[config.mk]
export PLATFORM = sky130hd
export DESIGN_NAME = lru_key_value_cache
export DESIGN_NICKNAME = d
export VERILOG_FILES = /design/src/rtl/lkv_pkg.sv /design/src/rtl/lkv_store.sv /design/src/rtl/lkv_scan.sv /design/src/rtl/lkv_seq.sv /design/src/rtl/lru_key_value_cache.sv
export SDC_FILE = /design/constraint.sdc
export NUM_CORES = 2
export LEC_CHECK = 0
export ABC_CLOCK_PERIOD_IN_PS = 18050
export BUFFER_PORTS_ARGS = -buffer_cell sky130_fd_sc_hd__buf_4
export CORE_MARGIN = 8
export CORE_UTILIZATION = 30
export DETAILED_ROUTE_END_ITERATION = 8
export PLACE_DENSITY_LB_ADDON = 0.3
export SYNTH_ARGS = -nofsm -noshare
export SYNTH_HDL_FRONTEND = slang
export SYNTH_HIERARCHICAL = 1
export SYNTH_SLANG_ARGS = --single-unit
[constraint.sdc]
create_clock -name aclk -period 18.05 [get_ports aclk]
set_input_delay 0.9025 -clock aclk [delete_from_list [all_inputs] [get_ports aclk]]
set_output_delay 0.9025 -clock aclk [all_outputs]
set_load 0.01 [all_outputs]
[src/rtl/lkv_pkg.sv]
// Shared types and constants for the LRU key/value cache.
// No dependencies; every rtl file refers to it by scoped names.
package lkv_pkg;

    // Parameter defaults
    localparam int CAPACITY_DEF    = 16;
    localparam int VALUE_WIDTH_DEF = 32;

    // Fixed field widths
    localparam int KIND_W    = 2;
    localparam int KEY_W     = 64;
    localparam int DIN_W     = 32;
    localparam int STAMP_W   = 64;
    localparam int CFG_W     = 5;
    localparam int CNT_OUT_W = 5;
    localparam int TOTAL_W   = 32;

    // Stream packing
    localparam int S_TDATA_W = KEY_W + DIN_W;
    localparam int S_TUSER_W = KIND_W;
    localparam int M_FIELD_W = DIN_W + 2 * CNT_OUT_W + 2 * TOTAL_W;
    localparam int M_TDATA_W = ((M_FIELD_W + 7) / 8) * 8;
    localparam int M_PAD_W   = M_TDATA_W - M_FIELD_W;
    localparam int M_TUSER_W = 1;

    // max_entries after reset
    localparam logic [CFG_W-1:0] MAX_ENTRIES_RST = 5'd16;

    typedef enum logic [KIND_W-1:0] {
        KIND_PUT   = 2'd0,
        KIND_GET   = 2'd1,
        KIND_CLEAR = 2'd2,
        KIND_TRIM  = 2'd3
    } kind_t;

    typedef enum logic [1:0] {
        ST_IDLE,
        ST_TRIM_CHK,
        ST_SCAN,
        ST_DONE
    } state_t;

    // Valid-bit update request toward the entry store
    typedef struct packed {
        logic set;
        logic drop;
        logic clear_all;
    } vld_op_t;

    // Flags left by one full scan of the entries
    typedef struct packed {
        logic match_found;
        logic free_found;
        logic old_found;
    } scan_res_t;

endpackage

[src/rtl/lkv_store.sv]
// Entry store: key/data/stamp memory with registered read, plus valid bits.
// Depends on lkv_pkg.
module lkv_store #(
    parameter int CAPACITY    = lkv_pkg::CAPACITY_DEF,
    parameter int VALUE_WIDTH = lkv_pkg::VALUE_WIDTH_DEF,
    localparam int IDXW       = (CAPACITY > 1) ? $clog2(CAPACITY) : 1
) (
    input  logic                              aclk,
    input  logic                              aresetn,
    input  logic [IDXW-1:0]                   rd_idx,
    output logic [lkv_pkg::KEY_W-1:0]         rd_key,
    output logic [VALUE_WIDTH-1:0]            rd_data,
    output logic [lkv_pkg::STAMP_W-1:0]       rd_stamp,
    input  logic                              wr_en,
    input  logic [IDXW-1:0]                   wr_idx,
    input  logic [lkv_pkg::KEY_W-1:0]         wr_key,
    input  logic [VALUE_WIDTH-1:0]            wr_data,
    input  logic [lkv_pkg::STAMP_W-1:0]       wr_stamp,
    input  lkv_pkg::vld_op_t                  vop,
    input  logic [IDXW-1:0]                   drop_idx,
    output logic [CAPACITY-1:0]               valid
);
    localparam int MW   = lkv_pkg::KEY_W + VALUE_WIDTH + lkv_pkg::STAMP_W;

    logic [MW-1:0]       mem [CAPACITY];
    logic [MW-1:0]       rdata_reg;
    logic [CAPACITY-1:0] valid_reg;

    // Write one entry, read one entry per cycle
    always_ff @(posedge aclk) begin
        if (wr_en) begin
            mem[wr_idx] <= {wr_stamp, wr_data, wr_key};
        end
        rdata_reg <= mem[rd_idx];
    end

    assign rd_key   = rdata_reg[lkv_pkg::KEY_W-1:0];
    assign rd_data  = rdata_reg[lkv_pkg::KEY_W +: VALUE_WIDTH];
    assign rd_stamp = rdata_reg[MW-1 -: lkv_pkg::STAMP_W];

    // Valid bits: drop before set, so a refill of the evicted slot stays valid
    always_ff @(posedge aclk) begin
        if (!aresetn) begin
            valid_reg <= '0;
        end else if (vop.clear_all) begin
            valid_reg <= '0;
        end else begin
            if (vop.drop) begin
                valid_reg[drop_idx] <= 1'b0;
            end
            if (vop.set) begin
                valid_reg[wr_idx] <= 1'b1;
            end
        end
    end

    assign valid = valid_reg;

endmodule

[src/rtl/lkv_scan.sv]
// Scan unit: walks all entries one per cycle with a shared key and stamp compare.
// Finds first key match, first free slot and oldest valid entry. Depends on lkv_pkg.
module lkv_scan #(
    parameter int CAPACITY    = lkv_pkg::CAPACITY_DEF,
    parameter int VALUE_WIDTH = lkv_pkg::VALUE_WIDTH_DEF,
    localparam int IDXW       = (CAPACITY > 1) ? $clog2(CAPACITY) : 1
) (
    input  logic                              aclk,
    input  logic                              aresetn,
    input  logic                              start,
    input  logic [lkv_pkg::KEY_W-1:0]         key,
    input  logic [CAPACITY-1:0]               valid,
    output logic [IDXW-1:0]                   rd_idx,
    input  logic [lkv_pkg::KEY_W-1:0]         rd_key,
    input  logic [VALUE_WIDTH-1:0]            rd_data,
    input  logic [lkv_pkg::STAMP_W-1:0]       rd_stamp,
    output logic                              done,
    output lkv_pkg::scan_res_t                res,
    output logic [IDXW-1:0]                   match_idx,
    output logic [VALUE_WIDTH-1:0]            match_data,
    output logic [IDXW-1:0]                   free_idx,
    output logic [IDXW-1:0]                   old_idx
);
    localparam logic [IDXW-1:0] LAST_IDX = IDXW'(CAPACITY - 1);

    logic                        issue_reg, issue_next;
    logic [IDXW-1:0]             issue_idx_reg, issue_idx_next;
    logic                        chk_vld_reg, chk_vld_next;
    logic [IDXW-1:0]             chk_idx_reg, chk_idx_next;
    logic                        done_reg, done_next;
    lkv_pkg::scan_res_t          res_reg, res_next;
    logic [IDXW-1:0]             match_idx_reg, match_idx_next;
    logic [VALUE_WIDTH-1:0]      match_data_reg, match_data_next;
    logic [IDXW-1:0]             free_idx_reg, free_idx_next;
    logic [IDXW-1:0]             old_idx_reg, old_idx_next;
    logic [lkv_pkg::STAMP_W-1:0] old_stamp_reg, old_stamp_next;
    logic                        chk_valid;
    logic                        key_eq;
    logic                        stamp_lt;

    // Shared compare unit
    assign chk_valid = valid[chk_idx_reg];
    assign key_eq    = (rd_key == key);
    assign stamp_lt  = (rd_stamp < old_stamp_reg);

    always_comb begin
        issue_next      = issue_reg;
        issue_idx_next  = issue_idx_reg;
        chk_vld_next    = issue_reg;
        chk_idx_next    = issue_idx_reg;
        done_next       = chk_vld_reg && (chk_idx_reg == LAST_IDX);
        res_next        = res_reg;
        match_idx_next  = match_idx_reg;
        match_data_next = match_data_reg;
        free_idx_next   = free_idx_reg;
        old_idx_next    = old_idx_reg;
        old_stamp_next  = old_stamp_reg;

        // Advance the read address
        if (start) begin
            issue_next     = 1'b1;
            issue_idx_next = '0;
            res_next       = '0;
        end else begin
            if (issue_reg) begin
                if (issue_idx_reg == LAST_IDX) begin
                    issue_next = 1'b0;
                end else begin
                    issue_idx_next = issue_idx_reg + IDXW'(1);
                end
            end
            // Fold the entry read last cycle into the trackers
            if (chk_vld_reg) begin
                if (chk_valid && key_eq && !res_reg.match_found) begin
                    res_next.match_found = 1'b1;
                    match_idx_next       = chk_idx_reg;
                    match_data_next      = rd_data;
                end
                if (!chk_valid && !res_reg.free_found) begin
                    res_next.free_found = 1'b1;
                    free_idx_next       = chk_idx_reg;
                end
                if (chk_valid && (!res_reg.old_found || stamp_lt)) begin
                    res_next.old_found = 1'b1;
                    old_idx_next       = chk_idx_reg;
                    old_stamp_next     = rd_stamp;
                end
            end
        end
    end

    always_ff @(posedge aclk) begin
        if (!aresetn) begin
            issue_reg   <= 1'b0;
            chk_vld_reg <= 1'b0;
            done_reg    <= 1'b0;
            res_reg     <= '0;
        end else begin
            issue_reg   <= issue_next;
            chk_vld_reg <= chk_vld_next;
            done_reg    <= done_next;
            res_reg     <= res_next;
        end
    end

    always_ff @(posedge aclk) begin
        issue_idx_reg  <= issue_idx_next;
        chk_idx_reg    <= chk_idx_next;
        match_idx_reg  <= match_idx_next;
        match_data_reg <= match_data_next;
        free_idx_reg   <= free_idx_next;
        old_idx_reg    <= old_idx_next;
        old_stamp_reg  <= old_stamp_next;
    end

    assign rd_idx     = issue_idx_reg;
    assign done       = done_reg;
    assign res        = res_reg;
    assign match_idx  = match_idx_reg;
    assign match_data = match_data_reg;
    assign free_idx   = free_idx_reg;
    assign old_idx    = old_idx_reg;

endmodule

[src/rtl/lkv_seq.sv]
// Sequencer: runs put/get/trim over the scan unit and clear directly, keeps counters and stamps,
// and holds the result beat. Depends on lkv_pkg.
module lkv_seq #(
    parameter int CAPACITY    = lkv_pkg::CAPACITY_DEF,
    parameter int VALUE_WIDTH = lkv_pkg::VALUE_WIDTH_DEF,
    localparam int IDXW       = (CAPACITY > 1) ? $clog2(CAPACITY) : 1
) (
    input  logic                               aclk,
    input  logic                               aresetn,
    // input beat
    input  logic                               s_tvalid,
    output logic                               s_tready,
    input  lkv_pkg::kind_t                     in_kind,
    input  logic [lkv_pkg::KEY_W-1:0]          in_key,
    input  logic [lkv_pkg::DIN_W-1:0]          in_data,
    input  logic [lkv_pkg::CFG_W-1:0]          max_entries,
    // scan unit
    output logic                               scan_start,
    output logic [lkv_pkg::KEY_W-1:0]          scan_key,
    input  logic                               scan_done,
    input  lkv_pkg::scan_res_t                 scan_res,
    input  logic [IDXW-1:0]                    match_idx,
    input  logic [VALUE_WIDTH-1:0]             match_data,
    input  logic [IDXW-1:0]                    free_idx,
    input  logic [IDXW-1:0]                    old_idx,
    // entry store
    output logic                               wr_en,
    output logic [IDXW-1:0]                    wr_idx,
    output logic [lkv_pkg::KEY_W-1:0]          wr_key,
    output logic [VALUE_WIDTH-1:0]             wr_data,
    output logic [lkv_pkg::STAMP_W-1:0]        wr_stamp,
    output lkv_pkg::vld_op_t                   vop,
    output logic [IDXW-1:0]                    drop_idx,
    // result beat
    output logic                               m_tvalid,
    input  logic                               m_tready,
    output logic                               out_hit,
    output logic [lkv_pkg::DIN_W-1:0]          out_read,
    output logic [lkv_pkg::CNT_OUT_W-1:0]      out_count,
    output logic [lkv_pkg::CNT_OUT_W-1:0]      out_evicted,
    output logic [lkv_pkg::TOTAL_W-1:0]        out_access,
    output logic [lkv_pkg::TOTAL_W-1:0]        out_hits
);
    localparam int CNTW = $clog2(CAPACITY + 1);
    localparam int CW   = (CNTW > lkv_pkg::CFG_W) ? CNTW : lkv_pkg::CFG_W;
    localparam int TW   = lkv_pkg::TOTAL_W;

    lkv_pkg::state_t             state_reg, state_next;
    lkv_pkg::kind_t              kind_reg, kind_next;
    logic [lkv_pkg::KEY_W-1:0]   key_reg, key_next;
    logic [VALUE_WIDTH-1:0]      data_reg, data_next;
    logic [CNTW-1:0]             count_reg, count_next;
    logic [CNTW-1:0]             evict_reg, evict_next;
    logic                        hit_reg, hit_next;
    logic [lkv_pkg::DIN_W-1:0]   read_reg, read_next;
    logic [lkv_pkg::STAMP_W-1:0] stamp_reg, stamp_next;
    logic [TW-1:0]               gets_reg, gets_next;
    logic [TW-1:0]               hits_reg, hits_next;
    logic                        m_tvalid_reg, m_tvalid_next;
    logic                        o_hit_reg, o_hit_next;
    logic [lkv_pkg::DIN_W-1:0]   o_read_reg, o_read_next;
    logic [CNTW-1:0]             o_count_reg, o_count_next;
    logic [CNTW-1:0]             o_evict_reg, o_evict_next;
    logic [TW-1:0]               o_access_reg, o_access_next;
    logic [TW-1:0]               o_hits_reg, o_hits_next;
    logic [CW-1:0]               limit;
    logic [CW-1:0]               count_ext;

    // Clamp the entry limit to 1..CAPACITY
    always_comb begin
        if (max_entries == '0) begin
            limit = CW'(1);
        end else if (CW'(max_entries) > CW'(CAPACITY)) begin
            limit = CW'(CAPACITY);
        end else begin
            limit = CW'(max_entries);
        end
    end

    assign count_ext = CW'(count_reg);

    always_comb begin
        state_next    = state_reg;
        kind_next     = kind_reg;
        key_next      = key_reg;
        data_next     = data_reg;
        count_next    = count_reg;
        evict_next    = evict_reg;
        hit_next      = hit_reg;
        read_next     = read_reg;
        stamp_next    = stamp_reg;
        gets_next     = gets_reg;
        hits_next     = hits_reg;
        o_hit_next    = o_hit_reg;
        o_read_next   = o_read_reg;
        o_count_next  = o_count_reg;
        o_evict_next  = o_evict_reg;
        o_access_next = o_access_reg;
        o_hits_next   = o_hits_reg;
        scan_start    = 1'b0;
        wr_en         = 1'b0;
        wr_idx        = match_idx;
        wr_data       = data_reg;
        vop           = '0;
        drop_idx      = old_idx;

        // Drop the result beat once taken
        m_tvalid_next = m_tvalid_reg && !m_tready;

        unique case (state_reg)
            lkv_pkg::ST_IDLE: begin
                if (s_tvalid) begin
                    kind_next  = in_kind;
                    key_next   = in_key;
                    data_next  = VALUE_WIDTH'(in_data);
                    evict_next = '0;
                    hit_next   = 1'b0;
                    read_next  = '0;
                    unique case (in_kind)
                        lkv_pkg::KIND_PUT,
                        lkv_pkg::KIND_GET: begin
                            scan_start = 1'b1;
                            state_next = lkv_pkg::ST_SCAN;
                        end
                        lkv_pkg::KIND_CLEAR: begin
                            vop.clear_all = 1'b1;
                            count_next    = '0;
                            gets_next     = '0;
                            hits_next     = '0;
                            state_next    = lkv_pkg::ST_DONE;
                        end
                        lkv_pkg::KIND_TRIM: begin
                            state_next = lkv_pkg::ST_TRIM_CHK;
                        end
                        default: begin
                            state_next = lkv_pkg::ST_IDLE;
                        end
                    endcase
                end
            end

            // Evict one oldest entry per scan while over the limit
            lkv_pkg::ST_TRIM_CHK: begin
                if (count_ext > limit) begin
                    scan_start = 1'b1;
                    state_next = lkv_pkg::ST_SCAN;
                end else begin
                    state_next = lkv_pkg::ST_DONE;
                end
            end

            lkv_pkg::ST_SCAN: begin
                if (scan_done) begin
                    unique case (kind_reg)
                        lkv_pkg::KIND_PUT: begin
                            wr_en      = 1'b1;
                            vop.set    = 1'b1;
                            stamp_next = stamp_reg + 64'd1;
                            if (scan_res.match_found) begin
                                wr_idx = match_idx;
                            end else if (count_ext >= limit) begin
                                // Full: drop the oldest, refill the lower of the first free slot and its slot
                                vop.drop   = 1'b1;
                                evict_next = CNTW'(1);
                                if (scan_res.free_found && (free_idx < old_idx)) begin
                                    wr_idx = free_idx;
                                end else begin
                                    wr_idx = old_idx;
                                end
                            end else begin
                                wr_idx     = free_idx;
                                count_next = count_reg + CNTW'(1);
                            end
                            state_next = lkv_pkg::ST_DONE;
                        end
                        lkv_pkg::KIND_GET: begin
                            if (gets_reg != '1) begin
                                gets_next = gets_reg + TW'(1);
                            end
                            if (scan_res.match_found) begin
                                if (hits_reg != '1) begin
                                    hits_next = hits_reg + TW'(1);
                                end
                                wr_en      = 1'b1;
                                wr_idx     = match_idx;
                                wr_data    = match_data;
                                stamp_next = stamp_reg + 64'd1;
                                hit_next   = 1'b1;
                                read_next  = lkv_pkg::DIN_W'(match_data);
                            end
                            state_next = lkv_pkg::ST_DONE;
                        end
                        lkv_pkg::KIND_TRIM: begin
                            vop.drop   = 1'b1;
                            count_next = count_reg - CNTW'(1);
                            evict_next = evict_reg + CNTW'(1);
                            state_next = lkv_pkg::ST_TRIM_CHK;
                        end
                        default: begin
                            state_next = lkv_pkg::ST_DONE;
                        end
                    endcase
                end
            end

            // Load the result beat once the output register is free
            lkv_pkg::ST_DONE: begin
                if (!m_tvalid_reg || m_tready) begin
                    m_tvalid_next = 1'b1;
                    o_hit_next    = hit_reg;
                    o_read_next   = read_reg;
                    o_count_next  = count_reg;
                    o_evict_next  = evict_reg;
                    o_access_next = gets_reg;
                    o_hits_next   = hits_reg;
                    state_next    = lkv_pkg::ST_IDLE;
                end
            end

            default: begin
                state_next = lkv_pkg::ST_IDLE;
            end
        endcase
    end

    always_ff @(posedge aclk) begin
        if (!aresetn) begin
            state_reg    <= lkv_pkg::ST_IDLE;
            count_reg    <= '0;
            stamp_reg    <= '0;
            gets_reg     <= '0;
            hits_reg     <= '0;
            m_tvalid_reg <= 1'b0;
        end else begin
            state_reg    <= state_next;
            count_reg    <= count_next;
            stamp_reg    <= stamp_next;
            gets_reg     <= gets_next;
            hits_reg     <= hits_next;
            m_tvalid_reg <= m_tvalid_next;
        end
    end

    always_ff @(posedge aclk) begin
        kind_reg     <= kind_next;
        key_reg      <= key_next;
        data_reg     <= data_next;
        evict_reg    <= evict_next;
        hit_reg      <= hit_next;
        read_reg     <= read_next;
        o_hit_reg    <= o_hit_next;
        o_read_reg   <= o_read_next;
        o_count_reg  <= o_count_next;
        o_evict_reg  <= o_evict_next;
        o_access_reg <= o_access_next;
        o_hits_reg   <= o_hits_next;
    end

    assign s_tready    = (state_reg == lkv_pkg::ST_IDLE);
    assign scan_key    = key_reg;
    assign wr_key      = key_reg;
    assign wr_stamp    = stamp_reg;
    assign m_tvalid    = m_tvalid_reg;
    assign out_hit     = o_hit_reg;
    assign out_read    = o_read_reg;
    assign out_count   = lkv_pkg::CNT_OUT_W'(o_count_reg);
    assign out_evicted = lkv_pkg::CNT_OUT_W'(o_evict_reg);
    assign out_access  = o_access_reg;
    assign out_hits    = o_hits_reg;

endmodule

[src/rtl/lru_key_value_cache.sv]
// LRU key/value cache, fully associative. Put and get each run one scan between
// input beat and result beat: one scan reads one entry per cycle through
// a single memory read port and one shared key/stamp comparator.
// Clear runs no scan; trim runs one scan per evicted entry.
// One item at a time; the next input beat is taken while a result waits.
// Synchronous active-low reset empties the store, zeroes stamps and counters.
module lru_key_value_cache #(
    parameter int CAPACITY    = lkv_pkg::CAPACITY_DEF,
    parameter int VALUE_WIDTH = lkv_pkg::VALUE_WIDTH_DEF
) (
    input  logic                            aclk,
    input  logic                            aresetn,
    // configuration: max_entries
    input  logic                            cfg_valid,
    output logic                            cfg_ready,
    input  logic [lkv_pkg::CFG_W-1:0]       cfg_data,
    // input stream
    input  logic                            s_tvalid,
    output logic                            s_tready,
    input  logic [lkv_pkg::S_TDATA_W-1:0]   s_tdata,   // key[63:0], data_value[95:64]
    input  logic [lkv_pkg::S_TUSER_W-1:0]   s_tuser,   // kind[1:0]
    // result stream
    output logic                            m_tvalid,
    input  logic                            m_tready,
    // read_value[31:0], entry_count[36:32], evicted_count[41:37],
    // access_total[73:42], hit_total[105:74], zero fill above
    output logic [lkv_pkg::M_TDATA_W-1:0]   m_tdata,
    output logic [lkv_pkg::M_TUSER_W-1:0]   m_tuser    // hit[0]
);
    localparam int IDXW = (CAPACITY > 1) ? $clog2(CAPACITY) : 1;

    logic [lkv_pkg::CFG_W-1:0]     max_entries_reg;
    logic                          scan_start;
    logic [lkv_pkg::KEY_W-1:0]     scan_key;
    logic                          scan_done;
    lkv_pkg::scan_res_t            scan_res;
    logic [IDXW-1:0]               match_idx;
    logic [VALUE_WIDTH-1:0]        match_data;
    logic [IDXW-1:0]               free_idx;
    logic [IDXW-1:0]               old_idx;
    logic [IDXW-1:0]               rd_idx;
    logic [lkv_pkg::KEY_W-1:0]     rd_key;
    logic [VALUE_WIDTH-1:0]        rd_data;
    logic [lkv_pkg::STAMP_W-1:0]   rd_stamp;
    logic                          wr_en;
    logic [IDXW-1:0]               wr_idx;
    logic [lkv_pkg::KEY_W-1:0]     wr_key;
    logic [VALUE_WIDTH-1:0]        wr_data;
    logic [lkv_pkg::STAMP_W-1:0]   wr_stamp;
    lkv_pkg::vld_op_t              vop;
    logic [IDXW-1:0]               drop_idx;
    logic [CAPACITY-1:0]           valid;
    logic                          out_hit;
    logic [lkv_pkg::DIN_W-1:0]     out_read;
    logic [lkv_pkg::CNT_OUT_W-1:0] out_count;
    logic [lkv_pkg::CNT_OUT_W-1:0] out_evicted;
    logic [lkv_pkg::TOTAL_W-1:0]   out_access;
    logic [lkv_pkg::TOTAL_W-1:0]   out_hits;

    // Configuration register, always ready
    always_ff @(posedge aclk) begin
        if (!aresetn) begin
            max_entries_reg <= lkv_pkg::MAX_ENTRIES_RST;
        end else if (cfg_valid) begin
            max_entries_reg <= cfg_data;
        end
    end

    assign cfg_ready = 1'b1;

    lkv_seq #(
        .CAPACITY    (CAPACITY),
        .VALUE_WIDTH (VALUE_WIDTH)
    ) u_seq (
        .aclk        (aclk),
        .aresetn     (aresetn),
        .s_tvalid    (s_tvalid),
        .s_tready    (s_tready),
        .in_kind     (lkv_pkg::kind_t'(s_tuser)),
        .in_key      (s_tdata[lkv_pkg::KEY_W-1:0]),
        .in_data     (s_tdata[lkv_pkg::KEY_W +: lkv_pkg::DIN_W]),
        .max_entries (max_entries_reg),
        .scan_start  (scan_start),
        .scan_key    (scan_key),
        .scan_done   (scan_done),
        .scan_res    (scan_res),
        .match_idx   (match_idx),
        .match_data  (match_data),
        .free_idx    (free_idx),
        .old_idx     (old_idx),
        .wr_en       (wr_en),
        .wr_idx      (wr_idx),
        .wr_key      (wr_key),
        .wr_data     (wr_data),
        .wr_stamp    (wr_stamp),
        .vop         (vop),
        .drop_idx    (drop_idx),
        .m_tvalid    (m_tvalid),
        .m_tready    (m_tready),
        .out_hit     (out_hit),
        .out_read    (out_read),
        .out_count   (out_count),
        .out_evicted (out_evicted),
        .out_access  (out_access),
        .out_hits    (out_hits)
    );

    lkv_scan #(
        .CAPACITY    (CAPACITY),
        .VALUE_WIDTH (VALUE_WIDTH)
    ) u_scan (
        .aclk       (aclk),
        .aresetn    (aresetn),
        .start      (scan_start),
        .key        (scan_key),
        .valid      (valid),
        .rd_idx     (rd_idx),
        .rd_key     (rd_key),
        .rd_data    (rd_data),
        .rd_stamp   (rd_stamp),
        .done       (scan_done),
        .res        (scan_res),
        .match_idx  (match_idx),
        .match_data (match_data),
        .free_idx   (free_idx),
        .old_idx    (old_idx)
    );

    lkv_store #(
        .CAPACITY    (CAPACITY),
        .VALUE_WIDTH (VALUE_WIDTH)
    ) u_store (
        .aclk     (aclk),
        .aresetn  (aresetn),
        .rd_idx   (rd_idx),
        .rd_key   (rd_key),
        .rd_data  (rd_data),
        .rd_stamp (rd_stamp),
        .wr_en    (wr_en),
        .wr_idx   (wr_idx),
        .wr_key   (wr_key),
        .wr_data  (wr_data),
        .wr_stamp (wr_stamp),
        .vop      (vop),
        .drop_idx (drop_idx),
        .valid    (valid)
    );

    // Pack the result beat
    assign m_tdata = {{lkv_pkg::M_PAD_W{1'b0}}, out_hits, out_access,
                      out_evicted, out_count, out_read};
    assign m_tuser = out_hit;

endmodule
Word level (Yosys, flattened, before mapping)
Memory sizes are Yosys's and may differ from the RTL's. A register that Yosys moved wholly into a read port is not among the register bits.
Cells that the tools add are included.
Storage, ports and cells
  register bits after elaboration: 522
  RAM bits: 2560
  input bits: 108
  output and inout port bits: 116
  logic and storage cells: 214
  memories: 1
Memories
  u_store.mem: words 16, bits a word 160, read ports 1, clocked after memory_dff 1, write ports 1, line lkv_store.sv:25  | logic [MW-1:0] mem [CAPACITY];
Cells by class
  add/subtract/negate cells: 7
  magnitude comparators: 10
  equal/unequal tests: 26
  multiplexer cells: 89
  bitwise operators: 6
  reductions and logical operators: 42
Operators with widths (number)
  2-to-1 mux 32 bit: 17
  one-hot mux 32 bit (2 select lines): 3
  one-hot mux 64 bit (2 select lines): 1
  adder 32 x 1 -> 32 bit (second input constant): 2
  adder 64 x 1 -> 64 bit (second input constant): 1
  equality test 64 bit: 1
  < comparator 64 bit: 1
  2-to-1 mux 16 bit: 4
  2-to-1 mux 64 bit: 1
  inequality test 32 bit (second input constant): 2
  2-to-1 mux 5 bit: 11
  one-hot mux 5 bit (2 select lines): 4
  2-to-1 mux 1 bit: 27
  2-to-1 mux 4 bit: 6
  bitwise AND 16 bit: 1
  inverter 16 bit: 1
  OR 16 bit: 1
  < comparator 4 x 5 -> 1 bit (second input constant): 3
  inequality test 2 x 1 -> 1 bit (second input constant): 7
  AND reduction 7 bit: 2
  2-to-1 mux 2 bit: 6
  AND reduction 2 bit: 6
  AND reduction 3 bit: 4
  AND reduction 6 bit: 2
  29 further kinds: 66

Depth between registers and ports, before layout
  depth after elaboration: 15
  gate-level depth with buffers: 12
  gate-level depth less buffers: 11

By module
The synthesis kept the hierarchy.
Modules (own cells, without submodules)
  lkv_store: instances 1, cells each 4178, area each 99461.6 µm², sequential area each 80397.1 µm²
  lkv_seq: instances 1, cells each 1361, area each 16151.7 µm², sequential area each 10019.6 µm²
  lkv_scan: instances 1, cells each 477, area each 6142.1 µm², sequential area each 3523.4 µm²
  lru_key_value_cache: instances 1, cells each 25, area each 250.2 µm², sequential area each 100.1 µm²

Least setup slack after synthesis
Ideal clock, no wire load.
  path kind: register to register
  start: register max_entries_reg[4] in the netlist's numbering
  end: memory u_store/mem[0][0] in the netlist's numbering, enable pin
  setup time: 875 ps
  arrival: 12884 ps
  required time: 17175 ps
  setup slack: 4291 ps
  stages on the path, launching flop included: 10
  buffers on the path: 0
  clock period less this slack: 13759 ps
  path through: dfxtp_1 -> inv_1 -> nand2_1 -> ha_1 -> a21oi_1 -> o221ai_1 -> nand4_1 -> nand3_1 -> or3b_2 -> nor3_1
On the way
  word-level cells in the longest chain between the ends: 9
  elaborated cells on any way between the ends: 10
  classes of those cells: 2 x order compare; 7 x mux; 1 x reduce/logical
RTL lines
  start, declared: line lru_key_value_cache.sv:32  | logic [lkv_pkg::CFG_W-1:0] max_entries_reg;
  start signal, assigned: line lru_key_value_cache.sv:63  | max_entries_reg <= lkv_pkg::MAX_ENTRIES_RST;
  start signal, assigned: line lru_key_value_cache.sv:65  | max_entries_reg <= cfg_data;
  greater-than comparator 5 bit: line lkv_seq.sv:73  | end else if (CW'(max_entries) > CW'(CAPACITY)) begin
  2-to-1 mux 5 bit: line lkv_seq.sv:73
  2-to-1 mux 5 bit (*): line lkv_seq.sv:71  | if (max_entries == '0) begin
  >= comparator 5 bit (*): line lkv_seq.sv:161  | end else if (count_ext >= limit) begin
  2-to-1 mux 4 bit (*): line lkv_seq.sv:161
  2-to-1 mux 4 bit (*): line lkv_seq.sv:159  | if (scan_res.match_found) begin
  2-to-1 mux 4 bit (*)
  2-to-1 mux 4 bit (*): line lkv_seq.sv:153  | if (scan_done) begin
  2-to-1 mux 4 bit (*): line lkv_seq.sv:110  | unique case (state_reg)
  via wr_idx[2]: line lru_key_value_cache.sv:46  | logic [IDXW-1:0] wr_idx;
  end, declared: line lkv_store.sv:25
Mark *: on every way through the listed nets, which the timed path passes. The rest lies on a longest branch.

Final worst setup path
  start: register max_entries_reg[4] in the netlist's numbering
  end: memory u_store/mem[11][39] in the netlist's numbering, enable pin
The elaborated chain is that of the path after synthesis.

==> key figures <==
Outcome
  – Outcome: complete, no violations

Setup path
  – Critical Path Sink Type: flop
  – Cell mode on critical path: buf_4
  – CP Class: reg -> reg
  – Crit path launch type: flop
  – Crit path DAT: 6.66 ns
  – Critical path fanouts, max: 51
  – Crit path largest cell delay: 0.95 ns
  – R2R setup slack: 11.92 ns
  – CP max stage cell: buf_4
  – Worst Path Buf+Inv: 4
  – Worst-path cell chain: inv_1 -> nand2_1 -> ha_1 -> nand4_1 -> o221ai_1 -> nand4_1 -> nand3_1 -> nand2_1 -> nor2_4 -> buf_4 -> buf_4 -> buf_4
  – Delay-heaviest family, CP: buffers and inverters
  – Critical path data required time: 18.58 ns

Layout
  – Commonest non-fill, non-tap cell in the layout: edfxtp_1
  – Fin cells: 12100
  – Max FFs per register: 2560
  – Most frequent cells in the layout: edfxtp_1 (2911), mux4_2 (642), clkbuf_16 (349)
  – Layout cell share with drive strength beyond 1: 23.6%
  – Nets: 6570
  – Area grow syn2layout: 15.4%
  – Filler cells: 37600

Floorplan
  – Core area: 0.406 sq mm
  – Initial Util: 30.1%
  – Die Ht: 654 microns
  – Die Span X: 654 microns
  – Die Area: 0.427 sq mm
  – Cell row count: 234
  – IO Count: 224

Yosys
  – Synth Warn #: 6
  – Distinct cells, synth: 75
  – Synth area leader: edfxtp_1
  – Number of flops mapped to enable cells by yosys: 2911
  – Flops & latches, synth: 3242
  – Ys flop type: edfxtp_1
  – Post-synthesis sequential area ratio: 77.1%
  – Share of the synthesized area in the top cell type: 71.6%
  – Post-synthesis cell area: 0.122 sq mm
  – Fraction of registers with async set/reset: 0%
  – Synth area leaders: edfxtp_1 (72%), mux4_2 (12%), dfxtp_1 (5.4%)
  – Syn Inst Count: 6041
  – Avg Cell Area, Syn: 20.2 sq um

Clock tree
  – CTS tree: built
  – Clock-pin slew on the worst setup and hold paths: 0.06 ns
  – Cts hold-fix bufs: 0
  – H-tree Lvls: 5
  – Post-CTS Setup Inserts: 0
  – Clock Latency Late Sink: 0.93 ns
  – CTS sink cnt: 3242
  – TritonCTS buffer count: 341
  – CTS resizes: 0
  – Root buffer cell: clkbuf_16
  – Clock Path Buffers: 4

Placed design
  – Cell count after placement: 11500
  – Dpl ws: 11.81 ns
  – Detail Placement HPWL: 164000 microns
  – Port Buffers: 216
  – Routability-driven placement congestion ratio: 0.772

STA
  – Setup TNS: 0 ns
  – Finish-stage setup viols: 0
  – Layout Skew: 0.0683 ns
  – Final hold vios: 0
  – Slew Viols, Final: 0
  – Slew headroom: 5.02%
  – Worst setup margin: 11.92 ns
  – Tcrit/Tclk final: 33.9%
  – Fmax: 163 MHz
  – Final Critical Period: 6.13 ns
  – RSZ-0062 raised after global routing: false
  – Hold Slack: 0.140 ns
  – Slew at the pin with the worst max-slew slack: 1.42 ns

Power
  – Total leakage power: 44.2 nW
  – VDD IR max: 0.000111 V
  – Total Power: 18.5 mW
  – Pwr Density: 132 mW/mm^2

Routing
  – ANT nets after route: 0
  – Via count: 59400
  – Pre-Repair DR Iteration Count: 5
  – Remaining DRCs: 0
  – Vias per inst: 4.91
  – Per-cell routed wire length: 24.9 microns
  – DRT iter0 DRCs: 5187
  – Routed wire length: 301000 microns

Global route
  – Pin count of the biggest net entering global routing: 134
  – GRT Resource Usage Total: 13.7%
  – Vias in the first global route: 61800
  – Global-route wire length before repair: 437000 microns
  – Initial antenna violation count: 12
  – GRT overflow: 0

Run
  – Maximum capacitance violations: 0

Worst hold path
  – Min-Delay Path Class: in -> reg
## kinds of logic after synthesis
kind of cell,synth area share [%]
buf+inv,1.99
other cells,0.00616
simple gates,3.65
compound gates,3.37
fa+ha+maj,0.857
mux,12.3
xor+xnor,0.718
flops,77.1
## worst register-to-register path, delay by kind of cell, from the launching register on
family                     cells  cell delay, ns
buffers and inverters          4            2.46
and+or+nand+nor                6            1.96
DFF                            1            0.32
AOI/OAI and AO/OA              1            0.66
adders and majority gates      1            0.32
## synth_stat cells, types with 91 or more instances
master / instances
dfxtp_1: 331
edfxtp_1: 2911
buf_4: 114
a21oi_1: 125
mux4_2: 642
clkbuf_1: 105
o22ai_1: 135
inv_1: 95
buf_2: 91
nand2_1: 221
nor2_1: 160
a22oi_1: 188
## path summary, 6_finish.rpt
kind                               from                     to  cells after the start
setup reg to reg     max_entries_reg[4]    u_store/mem[11][39]                     12
hold / removal              s_tdata[25]     u_seq/scan_key[25]                      1
setup / recovery     max_entries_reg[4]    u_store/mem[11][39]                     12
hold reg to reg   u_store/rdata_reg[78]  u_scan/match_data[14]                      0
## where the power goes
group          internal, mW  switching [mW]  leakage (nW)
clock                  4.06            2.92          5.42
sequential             8.46           0.262          29.5
combinational          1.34            1.49          9.23
## cell type report
class / count / area, sq um / area share, %
Multi-Input combinational cell: 2361 / 25800 / 18.3
Timing Repair Buffer: 337 / 2680 / 1.90
Clock buffer: 481 / 9510 / 6.75
Tap cell: 5428 / 6790 / 4.82
Inverter: 96 / 365 / 0.259
Clock inverter: 147 / 1680 / 1.19
Sequential cell: 3242 / 94100 / 66.8
Antenna cell: 3 / 7.51 / 0.00533
## metrics by stage
step                area [sq um]  util, %
global placement          130000     32.0
CTS                       141000     34.7
finish                    141000     34.7
global route              141000     34.7
detailed placement        130000     32.0
floorplan                 122000        -
## per-layer routing
| layer | global-route usage [%] | vias to the layer above | part of all wire [%] | wire (microns) |
|---|---|---|---|---|
| li1 | - | 25500 | - | - |
| met1 | 18.7 | 31700 | 43 | 131000 |
| met2 | 22.8 | 1777 | 48 | 146000 |
| met3 | 2.04 | 422 | 5.6 | 17000 |
| met4 | 3.60 | 12 | 2.5 | 7430 |
| met5 | 0 | - | 0.021 | 62 |
Power figures use the tool's default switching activity.
